[config.mk]
export PLATFORM = sky130hd
export DESIGN_NAME = three_class_strict_priority_queue
export DESIGN_NICKNAME = d
export VERILOG_FILES = /design/src/hw/rtl/tcspq_pkg.sv /design/src/hw/rtl/tcspq_id_store.sv /design/src/hw/rtl/three_class_strict_priority_queue.sv
export SDC_FILE = /design/constraint.sdc
export NUM_CORES = 1
export LEC_CHECK = 0
export BUFFER_PORTS_ARGS = -buffer_cell sky130_fd_sc_hd__buf_4
export CAP_MARGIN = 20
export CORE_MARGIN = 2
export CORE_UTILIZATION = 40
export DETAILED_ROUTE_END_ITERATION = 7
export GPL_TIMING_DRIVEN = 0
export HOLD_SLACK_MARGIN = 0.08
export SYNTH_ARGS = -nofsm -noshare
export SYNTH_HDL_FRONTEND = slang
export SYNTH_SLANG_ARGS = --single-unit
[constraint.sdc]
create_clock -name clock -period 15 [get_ports clock]
set_input_delay 3.75 -clock clock [delete_from_list [all_inputs] [get_ports clock]]
set_output_delay 3.75 -clock clock [all_outputs]
set_load 0.05 [all_outputs]
[src/hw/rtl/tcspq_pkg.sv]
package tcspq_pkg;

   // Field widths of the channels and the capacity register
   localparam int CLASS_W    = 2;
   localparam int ID_FIELD_W = 16;
   localparam int STATUS_W   = 3;
   localparam int CAP_W      = 5;

   localparam int CLASS_COUNT = 3;

   localparam logic [CAP_W-1:0] CAP_RESET = 5'd16;

   // Request codes
   localparam logic MODE_PUSH = 1'b0;
   localparam logic MODE_POP  = 1'b1;

   localparam logic [CLASS_W-1:0] CLASS_INVALID = 2'd3;
   localparam logic [CLASS_W-1:0] CLASS_NONE    = 2'd0;

   typedef enum logic [STATUS_W-1:0] {
      STATUS_PUSHED   = 3'd0,
      STATUS_OVERFLOW = 3'd1,
      STATUS_INVALID  = 3'd2,
      STATUS_POPPED   = 3'd3,
      STATUS_EMPTY    = 3'd4
   } status_type;

   typedef struct packed {
      logic                  mode;
      logic [CLASS_W-1:0]    item_class;
      logic [ID_FIELD_W-1:0] item_id;
   } req_type;

   typedef struct packed {
      status_type            status;
      logic [CLASS_W-1:0]    served_class;
      logic [ID_FIELD_W-1:0] served_id;
   } rsp_type;

endpackage

[src/hw/rtl/tcspq_id_store.sv]
// Identifier store: one write port, one read port, registered read data
module tcspq_id_store
   import tcspq_pkg::*;
#(
   parameter int ADDR_W = 6,
   parameter int DATA_W = 16,
   parameter int DEPTH  = 48
) (
   input  logic              clock,
   input  logic              wr_en,
   input  logic [ADDR_W-1:0] wr_addr,
   input  logic [DATA_W-1:0] wr_data,
   input  logic              rd_en,
   input  logic [ADDR_W-1:0] rd_addr,
   output logic [DATA_W-1:0] rd_data
);

   logic [DATA_W-1:0] mem_ff [DEPTH];

   // write port
   always_ff @(posedge clock) begin
      if (wr_en) begin
         mem_ff[wr_addr] <= wr_data;
      end
   end

   // read port, data valid the cycle after rd_en
   always_ff @(posedge clock) begin
      if (rd_en) begin
         rd_data <= mem_ff[rd_addr];
      end
   end

endmodule

[src/hw/rtl/three_class_strict_priority_queue.sv]
// Channel   Direction  Transfer when          Payload
// req_      in         req_valid & !req_stall req_data (mode, item_class, item_id)
// rsp_      out        rsp_valid & !rsp_stall rsp_data (status, served_class, served_id)
// csr_      in         csr_write_enable       csr_write_data (queue_capacity)
//
// One request per cycle while req_stall is low; each request gives one response
// through the read stage (the store's registered read) and the output register.
// Pointers and fill counts update at the request transfer. Reset is synchronous:
// all queues empty, capacity 16. req_stall rises only while a response is held by
// rsp_stall and a second one sits in the read stage behind it.
module three_class_strict_priority_queue
   import tcspq_pkg::*;
#(
   parameter int QUEUE_DEPTH = 16,
   parameter int ID_WIDTH    = 16
) (
   input  logic             clock,
   input  logic             reset,
   input  logic             req_valid,
   output logic             req_stall,
   input  req_type          req_data,
   output logic             rsp_valid,
   input  logic             rsp_stall,
   output rsp_type          rsp_data,
   input  logic             csr_write_enable,
   input  logic [CAP_W-1:0] csr_write_data
);

   localparam int IDX_W       = $clog2(QUEUE_DEPTH);
   localparam int CNT_W       = $clog2(QUEUE_DEPTH + 1);
   localparam int CMP_W       = (CNT_W > CAP_W) ? CNT_W : CAP_W;
   localparam int KEEP_W      = (ID_WIDTH < ID_FIELD_W) ? ID_WIDTH : ID_FIELD_W;
   localparam int ADDR_W      = CLASS_W + IDX_W;
   localparam int STORE_DEPTH = CLASS_COUNT * (1 << IDX_W);
   localparam int TOTAL_W     = CNT_W + 2;

   logic [CAP_W-1:0]  capacity_ff;
   logic [CMP_W-1:0]  cap_eff;

   logic [IDX_W-1:0]  head_ff  [CLASS_COUNT];
   logic [IDX_W-1:0]  head_in  [CLASS_COUNT];
   logic [IDX_W-1:0]  tail_ff  [CLASS_COUNT];
   logic [IDX_W-1:0]  tail_in  [CLASS_COUNT];
   logic [CNT_W-1:0]  count_ff [CLASS_COUNT];
   logic [CNT_W-1:0]  count_in [CLASS_COUNT];

   // read stage
   logic              s1_valid_ff, s1_valid_in;
   status_type        s1_status_ff, s1_status_in;
   logic [CLASS_W-1:0] s1_class_ff, s1_class_in;
   logic              s1_take_id_ff, s1_take_id_in;

   // output stage
   logic              rsp_valid_ff, rsp_valid_in;
   rsp_type           rsp_data_ff, rsp_data_in;

   logic              req_accept, s1_advance;
   logic              pop_found;
   logic [CLASS_W-1:0] pop_class;
   logic [CLASS_W-1:0] push_class;

   logic              wr_en, rd_en;
   logic [ADDR_W-1:0] wr_addr, rd_addr;
   logic [KEEP_W-1:0] rd_data;
   logic [TOTAL_W-1:0] fill_total;

   // handshake
   assign s1_advance = !rsp_valid_ff || !rsp_stall;
   assign req_stall  = s1_valid_ff && !s1_advance;
   assign req_accept = req_valid && !req_stall;
   assign rsp_valid  = rsp_valid_ff;
   assign rsp_data   = rsp_data_ff;
   assign push_class = req_data.item_class;

   // capacity clamped to 1..QUEUE_DEPTH
   always_comb begin
      cap_eff = CMP_W'(capacity_ff);
      if (cap_eff == '0) begin
         cap_eff = CMP_W'(1);
      end else if (cap_eff > CMP_W'(QUEUE_DEPTH)) begin
         cap_eff = CMP_W'(QUEUE_DEPTH);
      end
   end

   // highest-priority nonempty class
   always_comb begin
      pop_found = 1'b0;
      pop_class = CLASS_NONE;
      for (int c = CLASS_COUNT - 1; c >= 0; c--) begin
         if (count_ff[c] != '0) begin
            pop_found = 1'b1;
            pop_class = CLASS_W'(c);
         end
      end
   end

   // request decode, pointer update and store access
   always_comb begin
      head_in       = head_ff;
      tail_in       = tail_ff;
      count_in      = count_ff;
      wr_en         = 1'b0;
      wr_addr       = '0;
      rd_en         = 1'b0;
      rd_addr       = '0;
      s1_status_in  = s1_status_ff;
      s1_class_in   = s1_class_ff;
      s1_take_id_in = s1_take_id_ff;
      s1_valid_in   = s1_valid_ff && !s1_advance;

      if (req_accept) begin
         s1_valid_in   = 1'b1;
         s1_class_in   = CLASS_NONE;
         s1_take_id_in = 1'b0;
         if (req_data.mode == MODE_PUSH) begin
            if (push_class == CLASS_INVALID) begin
               s1_status_in = STATUS_INVALID;
            end else if (CMP_W'(count_ff[push_class]) >= cap_eff) begin
               s1_status_in = STATUS_OVERFLOW;
            end else begin
               s1_status_in         = STATUS_PUSHED;
               s1_class_in          = push_class;
               wr_en                = 1'b1;
               wr_addr              = {push_class, tail_ff[push_class]};
               tail_in[push_class]  = (tail_ff[push_class] == IDX_W'(QUEUE_DEPTH - 1)) ?
                                      '0 : tail_ff[push_class] + 1'b1;
               count_in[push_class] = count_ff[push_class] + 1'b1;
            end
         end else if (pop_found) begin
            s1_status_in        = STATUS_POPPED;
            s1_class_in         = pop_class;
            s1_take_id_in       = 1'b1;
            rd_en               = 1'b1;
            rd_addr             = {pop_class, head_ff[pop_class]};
            head_in[pop_class]  = (head_ff[pop_class] == IDX_W'(QUEUE_DEPTH - 1)) ?
                                  '0 : head_ff[pop_class] + 1'b1;
            count_in[pop_class] = count_ff[pop_class] - 1'b1;
         end else begin
            s1_status_in = STATUS_EMPTY;
         end
      end
   end

   // response register loads from the read stage
   always_comb begin
      rsp_valid_in = rsp_valid_ff && rsp_stall;
      rsp_data_in  = rsp_data_ff;
      if (s1_valid_ff && s1_advance) begin
         rsp_valid_in             = 1'b1;
         rsp_data_in.status       = s1_status_ff;
         rsp_data_in.served_class = s1_class_ff;
         rsp_data_in.served_id    = s1_take_id_ff ? ID_FIELD_W'(rd_data) : '0;
      end
   end

   // control state
   always_ff @(posedge clock) begin
      if (reset) begin
         capacity_ff  <= CAP_RESET;
         s1_valid_ff  <= 1'b0;
         rsp_valid_ff <= 1'b0;
         for (int c = 0; c < CLASS_COUNT; c++) begin
            head_ff[c]  <= '0;
            tail_ff[c]  <= '0;
            count_ff[c] <= '0;
         end
      end else begin
         if (csr_write_enable) begin
            capacity_ff <= csr_write_data;
         end
         s1_valid_ff  <= s1_valid_in;
         rsp_valid_ff <= rsp_valid_in;
         head_ff      <= head_in;
         tail_ff      <= tail_in;
         count_ff     <= count_in;
      end
   end

   // payload registers
   always_ff @(posedge clock) begin
      s1_status_ff  <= s1_status_in;
      s1_class_ff   <= s1_class_in;
      s1_take_id_ff <= s1_take_id_in;
      rsp_data_ff   <= rsp_data_in;
   end

   // a push and a pop never share a cycle, so the store needs no forwarding
   tcspq_id_store #(
      .ADDR_W (ADDR_W),
      .DATA_W (KEEP_W),
      .DEPTH  (STORE_DEPTH)
   ) u_id_store (
      .clock   (clock),
      .wr_en   (wr_en),
      .wr_addr (wr_addr),
      .wr_data (req_data.item_id[KEEP_W-1:0]),
      .rd_en   (rd_en),
      .rd_addr (rd_addr),
      .rd_data (rd_data)
   );

   always_comb begin
      fill_total = '0;
      for (int c = 0; c < CLASS_COUNT; c++) begin
         fill_total = fill_total + TOTAL_W'(count_ff[c]);
      end
   end

   // fill never exceeds the queue depth
   for (genvar g = 0; g < CLASS_COUNT; g++) begin : g_fill_check
      assert property (@(posedge clock) disable iff (reset)
         count_ff[g] <= CNT_W'(QUEUE_DEPTH))
         else $error("class fill above queue depth");
   end

   // total fill moves by at most one entry per cycle
   assert property (@(posedge clock) disable iff (reset)
      !reset |=> (fill_total == $past(fill_total)) ||
                 (fill_total == $past(fill_total) + 1'b1) ||
                 (fill_total + 1'b1 == $past(fill_total)))
      else $error("fill moved by more than one");

   // a pop with the top class nonempty takes from the top class
   assert property (@(posedge clock) disable iff (reset)
      req_accept && req_data.mode == MODE_POP && count_ff[0] != '0 |=>
         count_ff[0] == $past(count_ff[0]) - 1'b1)
      else $error("pop skipped the highest class");

   // the read stage always hands on to the output register
   assert property (@(posedge clock) disable iff (reset)
      s1_valid_ff |=> rsp_valid_ff)
      else $error("read stage result lost");

endmodule

## Word-level counts from Yosys, hierarchy flattened

Memory sizes are Yosys's and may differ from the RTL's. A register that Yosys moved wholly into a read port is not among the register bits.
Cells that the tools add are included.
W data, S select, Z words.

| storage, ports and cells | value |
|---|---|
| logic and storage cells | 122 |
| RAM bits | 768 |
| memories kept | 1 |
| register bits after elaboration | 73 |

Memories:

| memory | words | bits a word | read ports | clocked after Yosys merged registers in | write ports | line | RTL |
|---|---|---|---|---|---|---|---|
| u_id_store.mem_ff | 48 | 16 | 1 | 1 | 1 | tcspq_id_store.sv:18 | `logic [DATA_W-1:0] mem_ff [DEPTH];` |

| cells by class | value |
|---|---|
| bitwise operators | 5 |
| mux-type cells | 64 |
| equality and inequality tests | 6 |
| $lt $le $gt $ge | 6 |
| add/sub/neg operators | 4 |
| reductions and logical operators | 18 |

Operator list:

| operator | count |
|---|---|
| $mux W15 | 4 |
| $mux W6 | 7 |
| $mux W5 | 8 |
| $mux W4 | 8 |
| $bwmux W15 | 2 |
| $bwmux W12 | 2 |
| $bmux W5 S2 | 2 |
| $demux W5 S2 | 2 |
| $bmux W4 S2 | 2 |
| $demux W4 S2 | 2 |
| $mux W2 | 8 |
| $mux W1 | 15 |
| $reduce_bool A5 Y1 | 3 |
| $add A4 B1 Y4 const B | 2 |
| $eq A4 B4 Y1 const B | 2 |
| $reduce_and A4 Y1 | 2 |
| $ge A3 B3 Y1 const B | 2 |
| $logic_and A1 B1 Y1 | 6 |
| $lt A3 B1 Y1 const B | 2 |
| $mux W3 | 2 |
| $not A2 Y3 | 2 |
| $add A5 B1 Y5 const B | 1 |
| $ge A5 B5 Y1 | 1 |
| $gt A5 B5 Y1 const B | 1 |
| other kinds (9) | 15 |

## Logic depth before layout (Yosys ltp)

| depth | value |
|---|---|
| depth after elaboration | 12 |
| depth in mapped cells | 18 |
| mapped depth without buffers | 14 |

## Cells and area by module

A second synthesis with hierarchy kept.

| second synthesis, totals | value |
|---|---|
| cells, all modules | 1890 |
| area, all modules | 34146.5 µm² |

By module, submodules not included:

| module | cells each | sequential area each (µm²) | area each (µm²) | times used |
|---|---|---|---|---|
| tcspq_id_store | 1499 | 23542.6 | 30460.5 | 1 |
| three_class_strict_priority_queue | 391 | 1731.7 | 3686.0 | 1 |

## Worst setup path after synthesis

OpenSTA, ideal clock, no wires.

| timing | value |
|---|---|
| path type | input port to flip-flop |
| start point | input port req_data[16] (netlist name) |
| end point | memory u_id_store.mem_ff[32][0], enable pin |
| stages on the path | 15 |
| setup slack | 6764 ps |
| setup time | 409 ps |
| path buffers | 3 |
| arrival | 7827 ps |
| cells stage by stage | clkbuf_1 -> clkbuf_1 -> mux2i_1 -> o21ai_1 -> inv_1 -> ha_1 -> nand2b_1 -> a21o_1 -> a21o_1 -> a21oi_1 -> o211ai_1 -> clkbuf_1 -> nor2_1 -> nand2_1 -> nor3_1 |

| on the way | value |
|---|---|
| word-level cells in the longest chain between the ends | 11 |

RTL lines:

| element | line | RTL |
|---|---|---|
| start, declared | three_class_strict_priority_queue.sv:21 | `input req_type req_data,` |
| $not A2 Y3 (not written as such) | three_class_strict_priority_queue.sv:118, three_class_strict_priority_queue.sv:124 |  |
| $bmux W5 S2 | three_class_strict_priority_queue.sv:118 | `end else if (CMP_W'(count_ff[push_class]) >= cap_eff) begin` |
| $mux W5 (not written as such) (2 in a row) | three_class_strict_priority_queue.sv:118 |  |
| $ge A5 B5 Y1 | three_class_strict_priority_queue.sv:118 |  |
| $mux W1 | three_class_strict_priority_queue.sv:118 |  |
| $mux W1 | three_class_strict_priority_queue.sv:116 | `if (push_class == CLASS_INVALID) begin` |
| $mux W1 | three_class_strict_priority_queue.sv:115 | `if (req_data.mode == MODE_PUSH) begin` |
| $mux W1 | three_class_strict_priority_queue.sv:111 | `if (req_accept) begin` |
| $mux W1 | tcspq_id_store.sv:22 | `if (wr_en) begin` |
| $mux W1 (not written as such) | tcspq_id_store.sv:23 | `mem_ff[wr_addr] <= wr_data;` |
| end, declared | tcspq_id_store.sv:18 |  |

Several ways; a longest one is shown, not always the timed one. The select of a mux whose other input is x is not followed.

## Worst setup path in the final report

| timing | value |
|---|---|
| start point | input port req_data[16] (netlist name) |
| end point | memory u_id_store.mem_ff[34][3], enable pin |

Same word-level chain as after synthesis.

==> key figures <==
Critical path
  – Most frequent CP cell: clkbuf_1
  – Worst setup startpoint: req_data[16]
  – Critical Path AT: 8980 ps
  – Crit-path max FO: 10
  – Setup Crit Path Kind: in2reg
  – Cells along the critical path: clkbuf_1, clkbuf_1, mux2i_1, o21ai_1, inv_1, ha_1, nand2b_1, a21o_1, a21o_1, a21oi_1, o211ai_1, clkbuf_1, nor2_1, nand2_1, nor2_1, buf_6
  – Max incr delay on CP: 870 ps
  – Startpoint Class: primary input
  – CP endpoint kind: flip-flop
  – Crit-path leading delay family: simple AND/OR/NAND/NOR gates
  – Slowest-stage cell, CP: nor2_1
  – Buf/Inv on CP: 5
  – Required @ worst endpoint: 15,360 ps
  – Worst R2R Start: count_ff[10]$_SDFFE_PP0P_

Power and ir drop
  – Maximum VDD drop: 91.3 uV
  – Internal Power: 4020 uW
  – Clock network fraction of total power: around 40%
  – Sw Share: between 20% and 30%
  – Comb pwr share: 10.7%
  – Power density cells: 136 nW/um2
  – Share of power burned in registers: 49.3%
  – Switching power: between 1000 and 1500 uW
  – Overall Power: 5380 uW
  – Leak Pwr: ~0.014 uW

STA
  – Slew headroom: between 30% and 40%
  – Final Hold Slack: 414 ps
  – Peak Freq: 116 MHz
  – Final Critical Period: 8620 ps
  – Setup-failing EPs final: 0
  – Worst Skew: 53.8 ps
  – Pins over their slew limit: 0
  – Final period util: 57.5%
  – Worst slew pin tran: 1030 ps
  – Setup_tns: 0 ps
  – Hold Fails Final Rpt: 0
  – RSZ-0062 raised after global routing: false

Clock tree
  – CTS buffer count: 89
  – CTS resizes: 0
  – Clock sinks: 857
  – Clk Latency, worst-skew pair: 670 ps
  – Reg clk slew, reported paths: 60 ps
  – Clock buffer depth: 3
  – # Post-CTS Setup Buffers: 0
  – H-Tree Depth: 3
  – # hold bufs at CTS: 0
  – CTS tree: yes
  – CTS root buffer: clkbuf_16

Synth
  – Mapped Cells: approximately 2,400
  – Avg Inst Size Synth: 14.0 um2
  – XOR/XNOR share of the synthesized area: 0.255%
  – Simple-gate share of the synthesized area: 11.6%
  – Dominant cells by area after synthesis: edfxtp_1 71%, mux2i_1 3.8%, nand2_1 3.5%
  – #FFs+latches synth: between 800 and 900
  – Netlist cell types: 60
  – Post-synth top flop: edfxtp_1
  – Main combinational cell family by area after synthesis: simple AND/OR/NAND/NOR gates
  – Ys Warns: 0
  – Post-synth top area cell: edfxtp_1
  – Syn nets: 2,484
  – Yosys top cell area share: 71.0%
  – Async SR Flop Fraction: 0%
  – Post-synthesis mux area share: 5.93%
  – Synth Area in Compound Gates: 6.38%
  – Mapped Area: 34,300 um2
  – Synth Area in Adders: 0.328%
  – Register area share after synthesis: between 70% and 80%
  – Post-synth EDFFs: slightly above 800

Placement
  – GPL Wtd Cong: just over 0.9
  – Placed cell areas: 36,700 um2
  – Post-DP HPWL: ~66,000 um
  – Input/output buffers: 47

Run
  – Max-cap violations: 0

Worst hold path
  – Hold Path Class: reg2reg
  – Min-Delay Startpoint: s1_status_ff[2]$_SDFFCE_PN0P_

Detailed routing
  – Final WL: 96,800 um
  – Vias/cell: around 5.6
  – Antenna Nets Post-Route: 0
  – DRC violation total after the first TritonRoute iteration: approximately 2,500
  – DRC errors left: 0
  – Vias: approximately 22,000
  – Drt wl/cell: 25.2 um
  – Router iterations before antenna repair: 6

Floorplanning
  – Rows: 107
  – Initial Utilization: 40.3%
  – Core region area: 85,100 um2
  – I/O pins: between 50 and 60
  – Chip Height: 297 um
  – Die W: around 300 um
  – Die Area: 88,100 um2

Global routing
  – GRT Overall Usage: 21.6%
  – First-pass GRT wire length: 141,000 um
  – Met3 usage in global routing: 3.71%
  – Met1 Usage GRT: 31.0%
  – Vias in the first global route: 20,500
  – Antenna violations before repair: 1
  – Largest net degree at the start of global routing: 49
  – GRT met2 Usage: 33.0%
  – Grt ovf: 0
  – Most used routing layer: met2

Cells and area
  – Util after Layout: between 40% and 50%
  – Final Instance Area: roughly 40,000 um2
  – Final nets: 2,661
  – Layout cell share with drive strength beyond 1: 12.1%
  – Synth-to-layout area growth: 15.2%

Run status
  – Status: completed
routing by layer:
metal	part of all wire (%)	routed length [um]
met4	3.9	3780
met2	45	43600
met5	0	0
met1	44	42100
met3	7.6	7340
placed cells by master (no fill, tap or decap), types with 9 or more instances in the layout:
master     instances
or4_1             17
a21oi_1           95
o22ai_1           37
o211ai_1          22
o21ai_1           21
buf_8             18
nand3_1          129
o21ai_0           84
buf_2             20
clkinv_2          15
clkbuf_16         91
nor2_1           262
a22oi_1           26
a41oi_1           14
buf_1             10
clkbuf_1         102
buf_4             71
nor2_2            30
buf_6             14
or3_1             34
nand2_1          324
mux4_2            33
nor3_1            40
mux2i_1          129
clkinv_1          17
inv_1             14
and2_1            20
dfxtp_1           46
nor4_1            18
ha_1               9
xor2_1             9
a211oi_1          20
edfxtp_1         811
power groups by stage:
stage                     Sequential (uW)  Clock, uW  Combinational [uW]
final                                2650       2150                 578
after global routing                 2650       2280                 618
after CTS                            2650       2180                 575
after detailed placement             2700          0                 573
after global placement               2700          0                 564
after floorplan                      2710          0                 322
final timing paths:
check	endpoint	slack, ps	cells past startpoint
hold reg to reg	rsp_data[20]$_DFFE_PP_	410	0
setup / recovery	u_id_store.mem_ff[34][3]$_DFFE_PP_	6380	16
setup reg to reg	u_id_store.mem_ff[34][3]$_DFFE_PP_	10040	14
hold / removal	rsp_data[20]$_DFFE_PP_	410	0
final cells by class:
cell class              count  area (um2)
fillers                  7499       45600
flip-flops and latches    857       25300
multi-input cells        1445        8490
clock buffers             116        2420
well taps                1144        1430
repair buffers             86         811
plain buffers             129         596
clock inverters            46         439
inverters                  15        56.3
diodes                      2        5.00
sequential cells by signal, summed over array words and instances, names as in the netlist, 3 cells and up:
signal	count
tail_ff	12
head_ff	12
count_ff	15
rsp_data	21
u_id_store.rd_data	16
u_id_store.mem_ff	768
s1_status_ff	3
capacity_ff	5
metrics by stage:
step                      instances  setup WS, ps
after global routing           3838          6160
after global placement         3637          4760
final                          3840          6380
after floorplan                2446          6760
after detailed placement       3676          5860
after CTS                      3838          6530
cells in the mapped netlist (5+ instances only):
cell,instances
a211oi_1,20
a21o_1,6
a21oi_1,95
a22oi_1,26
a31oi_1,5
a41oi_1,14
and2_1,20
and3_1,5
buf_1,10
buf_2,20
buf_4,12
clkbuf_1,82
dfxtp_1,46
edfxtp_1,811
ha_1,9
inv_1,14
mux2i_1,129
mux4_2,33
nand2_1,324
nand2b_1,6
nand3_1,129
nor2_1,292
nor3_1,44
nor4_1,18
o211ai_1,22
o21a_1,5
o21ai_0,84
o21ai_1,21
o22ai_1,37
or3_1,34
or4_1,17
xor2_1,9
worst register-to-register path: cells and delay by family, from the launching register on:
family | cells | cell delay [ps]
compound gates | 5 | 1150
fa+ha+maj | 1 | 270
buf+inv | 3 | 630
flops | 1 | 450
mux | 1 | 110
simple gates | 4 | 2070
cell families after synthesis:
kind of cell | Yosys count
DFF | 857
xor gates and xnor gates | 10
adders and majority gates | 9
and+or+nand+nor | 907
buffers and inverters | 144
muxes | 162
AOI/OAI and AO/OA | 357
(Power assumes the default switching activity.)
